`src/design/apf_pkg.sv`:
```
`timescale 1ns / 1ps

package apf_pkg;

  localparam int NUM_CHANNELS = 16;
  localparam int DESC_BITS    = 8;

  localparam int CH_IDX_W = (NUM_CHANNELS > 1) ? $clog2(NUM_CHANNELS) : 1;

  localparam int          COUNT_W   = 4;
  localparam int          KIND_W    = 2;
  localparam int          ACT_W     = 2;
  localparam int          CHAN_W    = 4;
  localparam int          DESC_IN_W = 8;

  localparam logic [COUNT_W-1:0] COUNT_MAX     = '1;
  localparam logic [COUNT_W-1:0] THRESH_RESET  = COUNT_W'(5);

  localparam logic [KIND_W-1:0] KIND_REPORT = 2'd0;
  localparam logic [KIND_W-1:0] KIND_QUERY  = 2'd1;
  localparam logic [KIND_W-1:0] KIND_ROUND  = 2'd2;

  localparam logic [ACT_W-1:0] ACT_NONE   = 2'd0;
  localparam logic [ACT_W-1:0] ACT_ADD    = 2'd1;
  localparam logic [ACT_W-1:0] ACT_REMOVE = 2'd2;
  localparam logic [ACT_W-1:0] ACT_READD  = 2'd3;

  // Per-channel status seen by the query logic.
  typedef struct packed {
    logic needed;
    logic flag;
    logic desc_changed;
  } chan_stat_t;

endpackage

```
`src/design/alarm_persistence_filter_unit.sv`:
```
`timescale 1ns / 1ps

// Alarm persistence filter: takes one word per cycle (fault report, query or
// end of polling round). Each word is registered on acceptance and fully
// handled in the next cycle by short logic over the per-channel counter cells,
// unless it is a query and a result still waits at a stalled output; a query's
// result word is loaded into the output register when the query is handled and
// is held until taken. A round end updates all channels in parallel when it is
// handled. Throughput is one word per cycle, limited only by the single result
// register when the output is stalled.
module alarm_persistence_filter_unit (
  input  logic                          clk_i,
  input  logic                          rst_ni,
  input  logic                          cfg_we_i,
  input  logic [apf_pkg::COUNT_W-1:0]   cfg_wdata_i,
  input  logic                          in_valid_i,
  output logic                          in_stall_o,
  input  logic [apf_pkg::KIND_W-1:0]    kind_i,
  input  logic [apf_pkg::CHAN_W-1:0]    channel_i,
  input  logic [apf_pkg::DESC_IN_W-1:0] desc_code_i,
  output logic                          out_valid_o,
  input  logic                          out_stall_i,
  output logic [apf_pkg::ACT_W-1:0]     action_o,
  output logic                          alarm_needed_o
);

  logic [apf_pkg::COUNT_W-1:0]   thresh_q;
  logic                          in_vld_q;
  logic [apf_pkg::KIND_W-1:0]    kind_q;
  logic [apf_pkg::CHAN_W-1:0]    ch_q;
  logic [apf_pkg::DESC_IN_W-1:0] desc_q;
  logic                          out_vld_q;
  logic [apf_pkg::ACT_W-1:0]     act_q, act_d;
  logic                          need_q, need_d;

  logic                          is_query;
  logic                          proceed;
  logic                          accept;
  logic                          ch_valid;
  logic [apf_pkg::CH_IDX_W-1:0]  ch_idx;
  logic [apf_pkg::DESC_BITS-1:0] desc_keep;
  apf_pkg::chan_stat_t           stat [apf_pkg::NUM_CHANNELS];
  apf_pkg::chan_stat_t           sel;

  assign is_query   = (kind_q == apf_pkg::KIND_QUERY);
  assign proceed    = in_vld_q && (!is_query || !out_vld_q || !out_stall_i);
  assign in_stall_o = in_vld_q && !proceed;
  assign accept     = in_valid_i && !in_stall_o;
  assign ch_valid   = (32'(ch_q) < apf_pkg::NUM_CHANNELS);
  assign ch_idx     = apf_pkg::CH_IDX_W'(ch_q);
  assign desc_keep  = apf_pkg::DESC_BITS'(desc_q);

  for (genvar i = 0; i < apf_pkg::NUM_CHANNELS; i++) begin : g_chan
    apf_chan u_chan (
      .clk_i       (clk_i),
      .rst_ni      (rst_ni),
      .thresh_i    (thresh_q),
      .report_en_i (proceed && (kind_q == apf_pkg::KIND_REPORT) && ch_valid &&
                    (ch_idx == apf_pkg::CH_IDX_W'(i))),
      .close_en_i  (proceed && (kind_q == apf_pkg::KIND_ROUND)),
      .desc_i      (desc_keep),
      .stat_o      (stat[i])
    );
  end

  assign sel = stat[ch_idx];

  always_comb begin
    act_d  = apf_pkg::ACT_NONE;
    need_d = 1'b0;
    if (ch_valid) begin
      need_d = sel.needed;
      case ({sel.flag, sel.needed})
        2'b01:   act_d = apf_pkg::ACT_ADD;
        2'b10:   act_d = apf_pkg::ACT_REMOVE;
        2'b11:   act_d = sel.desc_changed ? apf_pkg::ACT_READD : apf_pkg::ACT_NONE;
        default: act_d = apf_pkg::ACT_NONE;
      endcase
    end
  end

  always_ff @(posedge clk_i or negedge rst_ni) begin
    if (!rst_ni) begin
      thresh_q  <= apf_pkg::THRESH_RESET;
      in_vld_q  <= 1'b0;
      out_vld_q <= 1'b0;
    end else begin
      if (cfg_we_i) begin
        thresh_q <= cfg_wdata_i;
      end
      if (accept) begin
        in_vld_q <= 1'b1;
      end else if (proceed) begin
        in_vld_q <= 1'b0;
      end
      if (proceed && is_query) begin
        out_vld_q <= 1'b1;
      end else if (!out_stall_i) begin
        out_vld_q <= 1'b0;
      end
    end
  end

  always_ff @(posedge clk_i) begin
    if (accept) begin
      kind_q <= kind_i;
      ch_q   <= channel_i;
      desc_q <= desc_code_i;
    end
    if (proceed && is_query) begin
      act_q  <= act_d;
      need_q <= need_d;
    end
  end

  assign out_valid_o    = out_vld_q;
  assign action_o       = act_q;
  assign alarm_needed_o = need_q;

endmodule

```
`src/design/apf_chan.sv`:
```
`timescale 1ns / 1ps

module apf_chan (
  input  logic                          clk_i,
  input  logic                          rst_ni,
  input  logic [apf_pkg::COUNT_W-1:0]   thresh_i,
  input  logic                          report_en_i,
  input  logic                          close_en_i,
  input  logic [apf_pkg::DESC_BITS-1:0] desc_i,
  output apf_pkg::chan_stat_t           stat_o
);

  logic [apf_pkg::COUNT_W-1:0]   cur_q, cur_d;
  logic [apf_pkg::COUNT_W-1:0]   last_q, last_d;
  logic                          flag_q, flag_d;
  logic [apf_pkg::DESC_BITS-1:0] cdesc_q, cdesc_d;
  logic [apf_pkg::DESC_BITS-1:0] pdesc_q, pdesc_d;
  logic [apf_pkg::COUNT_W:0]     inc;
  logic                          needed;

  assign needed = (cur_q > last_q) && (cur_q >= thresh_i);
  assign inc    = {1'b0, last_q} + {{apf_pkg::COUNT_W{1'b0}}, 1'b1};

  always_comb begin
    cur_d   = cur_q;
    last_d  = last_q;
    flag_d  = flag_q;
    cdesc_d = cdesc_q;
    pdesc_d = pdesc_q;
    if (report_en_i) begin
      cur_d   = inc[apf_pkg::COUNT_W] ? apf_pkg::COUNT_MAX : inc[apf_pkg::COUNT_W-1:0];
      cdesc_d = desc_i;
    end else if (close_en_i) begin
      flag_d = needed;
      if (cur_q == last_q) begin
        cur_d  = '0;
        last_d = '0;
      end else if (cur_q >= thresh_i) begin
        cur_d  = thresh_i;
        last_d = thresh_i;
      end else begin
        last_d = cur_q;
      end
      pdesc_d = cdesc_q;
      cdesc_d = '0;
    end
  end

  always_ff @(posedge clk_i or negedge rst_ni) begin
    if (!rst_ni) begin
      cur_q   <= '0;
      last_q  <= '0;
      flag_q  <= 1'b0;
      cdesc_q <= '0;
      pdesc_q <= '0;
    end else begin
      cur_q   <= cur_d;
      last_q  <= last_d;
      flag_q  <= flag_d;
      cdesc_q <= cdesc_d;
      pdesc_q <= pdesc_d;
    end
  end

  assign stat_o.needed       = needed;
  assign stat_o.flag         = flag_q;
  assign stat_o.desc_changed = (cdesc_q != pdesc_q);

endmodule

```
`config.mk`:
```
export PLATFORM = sky130hd
export DESIGN_NAME = alarm_persistence_filter_unit
export DESIGN_NICKNAME = d
export VERILOG_FILES = /design/src/design/apf_pkg.sv /design/src/design/alarm_persistence_filter_unit.sv /design/src/design/apf_chan.sv
export SDC_FILE = /design/constraint.sdc
export NUM_CORES = 1
export LEC_CHECK = 0
export BUFFER_PORTS_ARGS = -buffer_cell sky130_fd_sc_hd__buf_2
export CORE_AREA = 2 2 277 333
export CTS_BUF_LIST = sky130_fd_sc_hd__clkbuf_8 sky130_fd_sc_hd__clkbuf_16
export DETAILED_ROUTE_END_ITERATION = 8
export DIE_AREA = 0 0 279 335
export HOLD_SLACK_MARGIN = 0.03
export PLACE_DENSITY = 0.4
export SLEW_MARGIN = 20
export SYNTH_ARGS = -nofsm -noshare
export SYNTH_HDL_FRONTEND = slang
export SYNTH_SLANG_ARGS = --single-unit
```
`constraint.sdc`:
```
create_clock -name clk_i -period 3.6 [get_ports clk_i]
set_input_delay 1.08 -clock clk_i [delete_from_list [all_inputs] [get_ports clk_i]]
set_output_delay 1.08 -clock clk_i [all_outputs]
set_load 0.01 [all_outputs]
```
==> flow_summary.json <==
{
  "grt_max_degree": 189,
  "avgSynthCellArea_sq_um": 9.06,
  "relSlewSlack": 0.355,
  "grt_first_pass_wirelength_um": 106000,
  "synth_area_leader_cell": "dfrtp_1",
  "worst-setup-path-type": "flop to flop",
  "status": "finished, final reports clean",
  "slowest_stage": "nor3_2",
  "viasPerCell": 4.73,
  "tightest_slew_ns": 0.968,
  "r2r_slack_ns": 0.52,
  "endpoint_kind": "flop",
  "cts_root_buffer": "clkbuf_16",
  "place_area_sq_um": 24200,
  "cts_setup_buffers": 0,
  "grt_pass1_vias": 18000,
  "powerDensity_nw_per_um2": 603,
  "synthCells": 2473,
  "synth_area_leaders": "dfrtp_1 (45%), nand2_1 (12%), ha_1 (8.0%)",
  "critPathArrivalTime_ns": 3.45,
  "design.die.area_sq_um": 93500,
  "grt_usage": 0.144,
  "worstPathCellList": "inv_1 -> buf_4 -> ha_1 -> a2111oi_0 -> nor3_2 -> nand3_1 -> o31ai_1 -> o211ai_1 -> a31o_1",
  "reg2reg_to": "action_o[1]",
  "synth-seq-area-share": 0.476,
  "antenna_left": 0,
  "fin_cells": 3695,
  "fp.dieH_um": 335,
  "cp_max_fo": 10,
  "yosysUniqueCellTypes": 65,
  "r2r-start": "thresh_q[2]",
  "overflow": 0,
  "required_ns": 3.97,
  "post_cts.resized_instances": 0,
  "rsz0062_at_grt": "false",
  "period_share": 0.855,
  "nets": 2660,
  "grt_antenna_before_repair": 0,
  "synth-edff-count": 17,
  "holdBufCountCts": 0,
  "peakVddDrop_mv": 0.320,
  "finalClockSkew_ns": 0.0194,
  "drive_gt1_frac": 0.0776,
  "die_w_um": 279,
  "max_cap_viol_count": 0,
  "ctsHtreeMaxLevel": 2,
  "yosysTopAreaCellShare": 0.451,
  "floorplan.initialDensity": 0.248,
  "area_growth_pct": 15.0,
  "cts_tree": "done",
  "syn_nets": 2640,
  "fill_cells": 9328,
  "yosysWarnings": 0,
  "clk_latency_ns": 0.61,
  "yosysMostFrequentCell": "nand2_1",
  "firstDrtPassIters": 7,
  "cts_sinks": 423,
  "synth_commonest_cells": "nand2_1 (737), dfrtp_1 (404), ha_1 (144)",
  "final_max_slew_viol_count": 0,
  "ios": 28,
  "clk_pin_slew_ns": 0.06,
  "dp_cells": 3611,
  "async_flop_share": 0.960,
  "synth_ff_type": "dfrtp_1",
  "min_period_ns": 3.08,
  "coreArea_sq_um": 90400,
  "wirelength_um": 66400,
  "critical_path.startpoint": "thresh_q[2]",
  "rows": 121,
  "portBuffers": 27,
  "p_leak_nw": 12.2,
  "multiInputGateArea_sq_um": 10800,
  "cts_made_buffers": 47,
  "fmax_mhz": 325,
  "netlist_area_sq_um": 22400,
  "reg2reg_depth": 9,
  "drc": 0,
  "vias": 17500,
  "first_iter_violations": 1183,
  "place_congestion": 0.806,
  "setup_tns_ns": 0,
  "wl_per_cell_um": 18.0,
  "hold_class": "input port to async pin",
  "diodes": 0,
  "setup_violations": 0,
  "fin_area_sq_um": 25800,
  "max_stage_delay_ns": 0.54,
  "place_hpwl_um": 43000,
  "hold_viol_final": 0,
  "ys_ff_latch": 423,
  "ctsLongestPathBuffers": 3,
  "ff_latch_area_sq_um": 10700,
  "start_kind": "flop"
}
==> metal layers <==
| metal | up-vias | routed length [um] | track usage |
|---|---|---|---|
| met5 | - | 0 | 0 |
| met4 | 0 | 1590 | 0.0427 |
| met3 | 88 | 2190 | 0.0180 |
| met2 | 279 | 32600 | 0.252 |
| met1 | 8583 | 30100 | 0.184 |
| li1 | 8545 | - | - |
==> worst max path at each step <==
stage                              to  slack (ns)  cells past startpoint
after global routing      action_o[1]        0.30                      9
after global placement    action_o[1]        0.59                      9
after detailed placement  action_o[1]        0.53                      9
after floorplan           action_o[1]        0.56                     10
final                     action_o[1]        0.52                      9
after CTS                 action_o[1]        0.49                      9
==> cells by family (layout without fill, tap and decap cells) <==
group,count (synthesis),after routing,share of synthesized area
AND/OR/NAND/NOR,1066,1066,0.202
XOR/XNOR,128,128,0.0500
multiplexers,66,66,0.0329
buffers and inverters,225,279,0.0396
AO/OA/AOI/OAI,421,421,0.118
adder cells (fa/ha/maj),144,144,0.0804
flip-flops,423,423,0.476
==> stage by stage <==
step / power [mW] / setup slack (ns) / utilization / hold WS, ns
floorplan: 9.18 / 0.559 / - / 0.434
global placement: 10.5 / 0.593 / 0.267 / 0.451
detailed placement: 10.6 / 0.528 / 0.267 / 0.458
CTS: 15.8 / 0.485 / 0.285 / 0.373
global route: 16.6 / 0.302 / 0.285 / 0.397
finish: 15.5 / 0.522 / 0.285 / 0.387
==> cells in the final DEF, fill, tap and decap left out, types with 36 or more instances in the layout <==
master     synthesis  layout
a221oi_1          38      38
nand3_1          127     127
mux2i_1           52      52
dfrtp_1          404     404
a21oi_1           74      74
clkbuf_16          0      47
o22ai_1           50      50
inv_1            103     112
nor2_1            56      56
xor2_1            56      56
buf_4              0      52
a31oi_1           36      36
nand2_1          737     737
xnor2_1           72      72
ha_1             144     144
o21ai_0          134     134
==> final cells by class <==
type                       count  area share
inverter                     104      0.0151
clock inverter                25      0.0102
sequential                   423       0.414
timing repair buffer          92      0.0313
tap                         1168      0.0567
multi-input combinational   1825       0.421
clock buffer                  58      0.0515
==> critical path, delay by kind of cell (launching register included) <==
kind | cells | cell delay [ns]
DFF | 1 | 0.37
AOI/OAI and AO/OA | 4 | 0.80
and+or+nand+nor | 2 | 0.75
buffers and inverters | 2 | 0.72
adders and majority gates | 1 | 0.19
==> where the power goes <==
part	total (mW)	leakage (nW)	switching (mW)	internal [mW]
Sequential	6.05	5.75	0.647	5.40
Clock	5.03	0.814	2.13	2.90
Combinational	4.46	5.60	2.58	1.88
Total	15.5	12.2	5.36	10.2
==> state kept, by name, indices dropped and copies added, names as in the netlist <==
signal,count
thresh_q,4
desc_keep,8
g_chan.u_chan.cur_q,64
alarm_needed_o,1
out_valid_o,1
action_o,2
g_chan.u_chan.cdesc_q,128
g_chan.u_chan.last_q,64
ch_idx,4
g_chan.u_chan.pdesc_q,128
in_vld_q,1
g_chan.u_chan.flag_q,16
kind_q,2
Note: power is estimated with default switching activity, not from simulation.
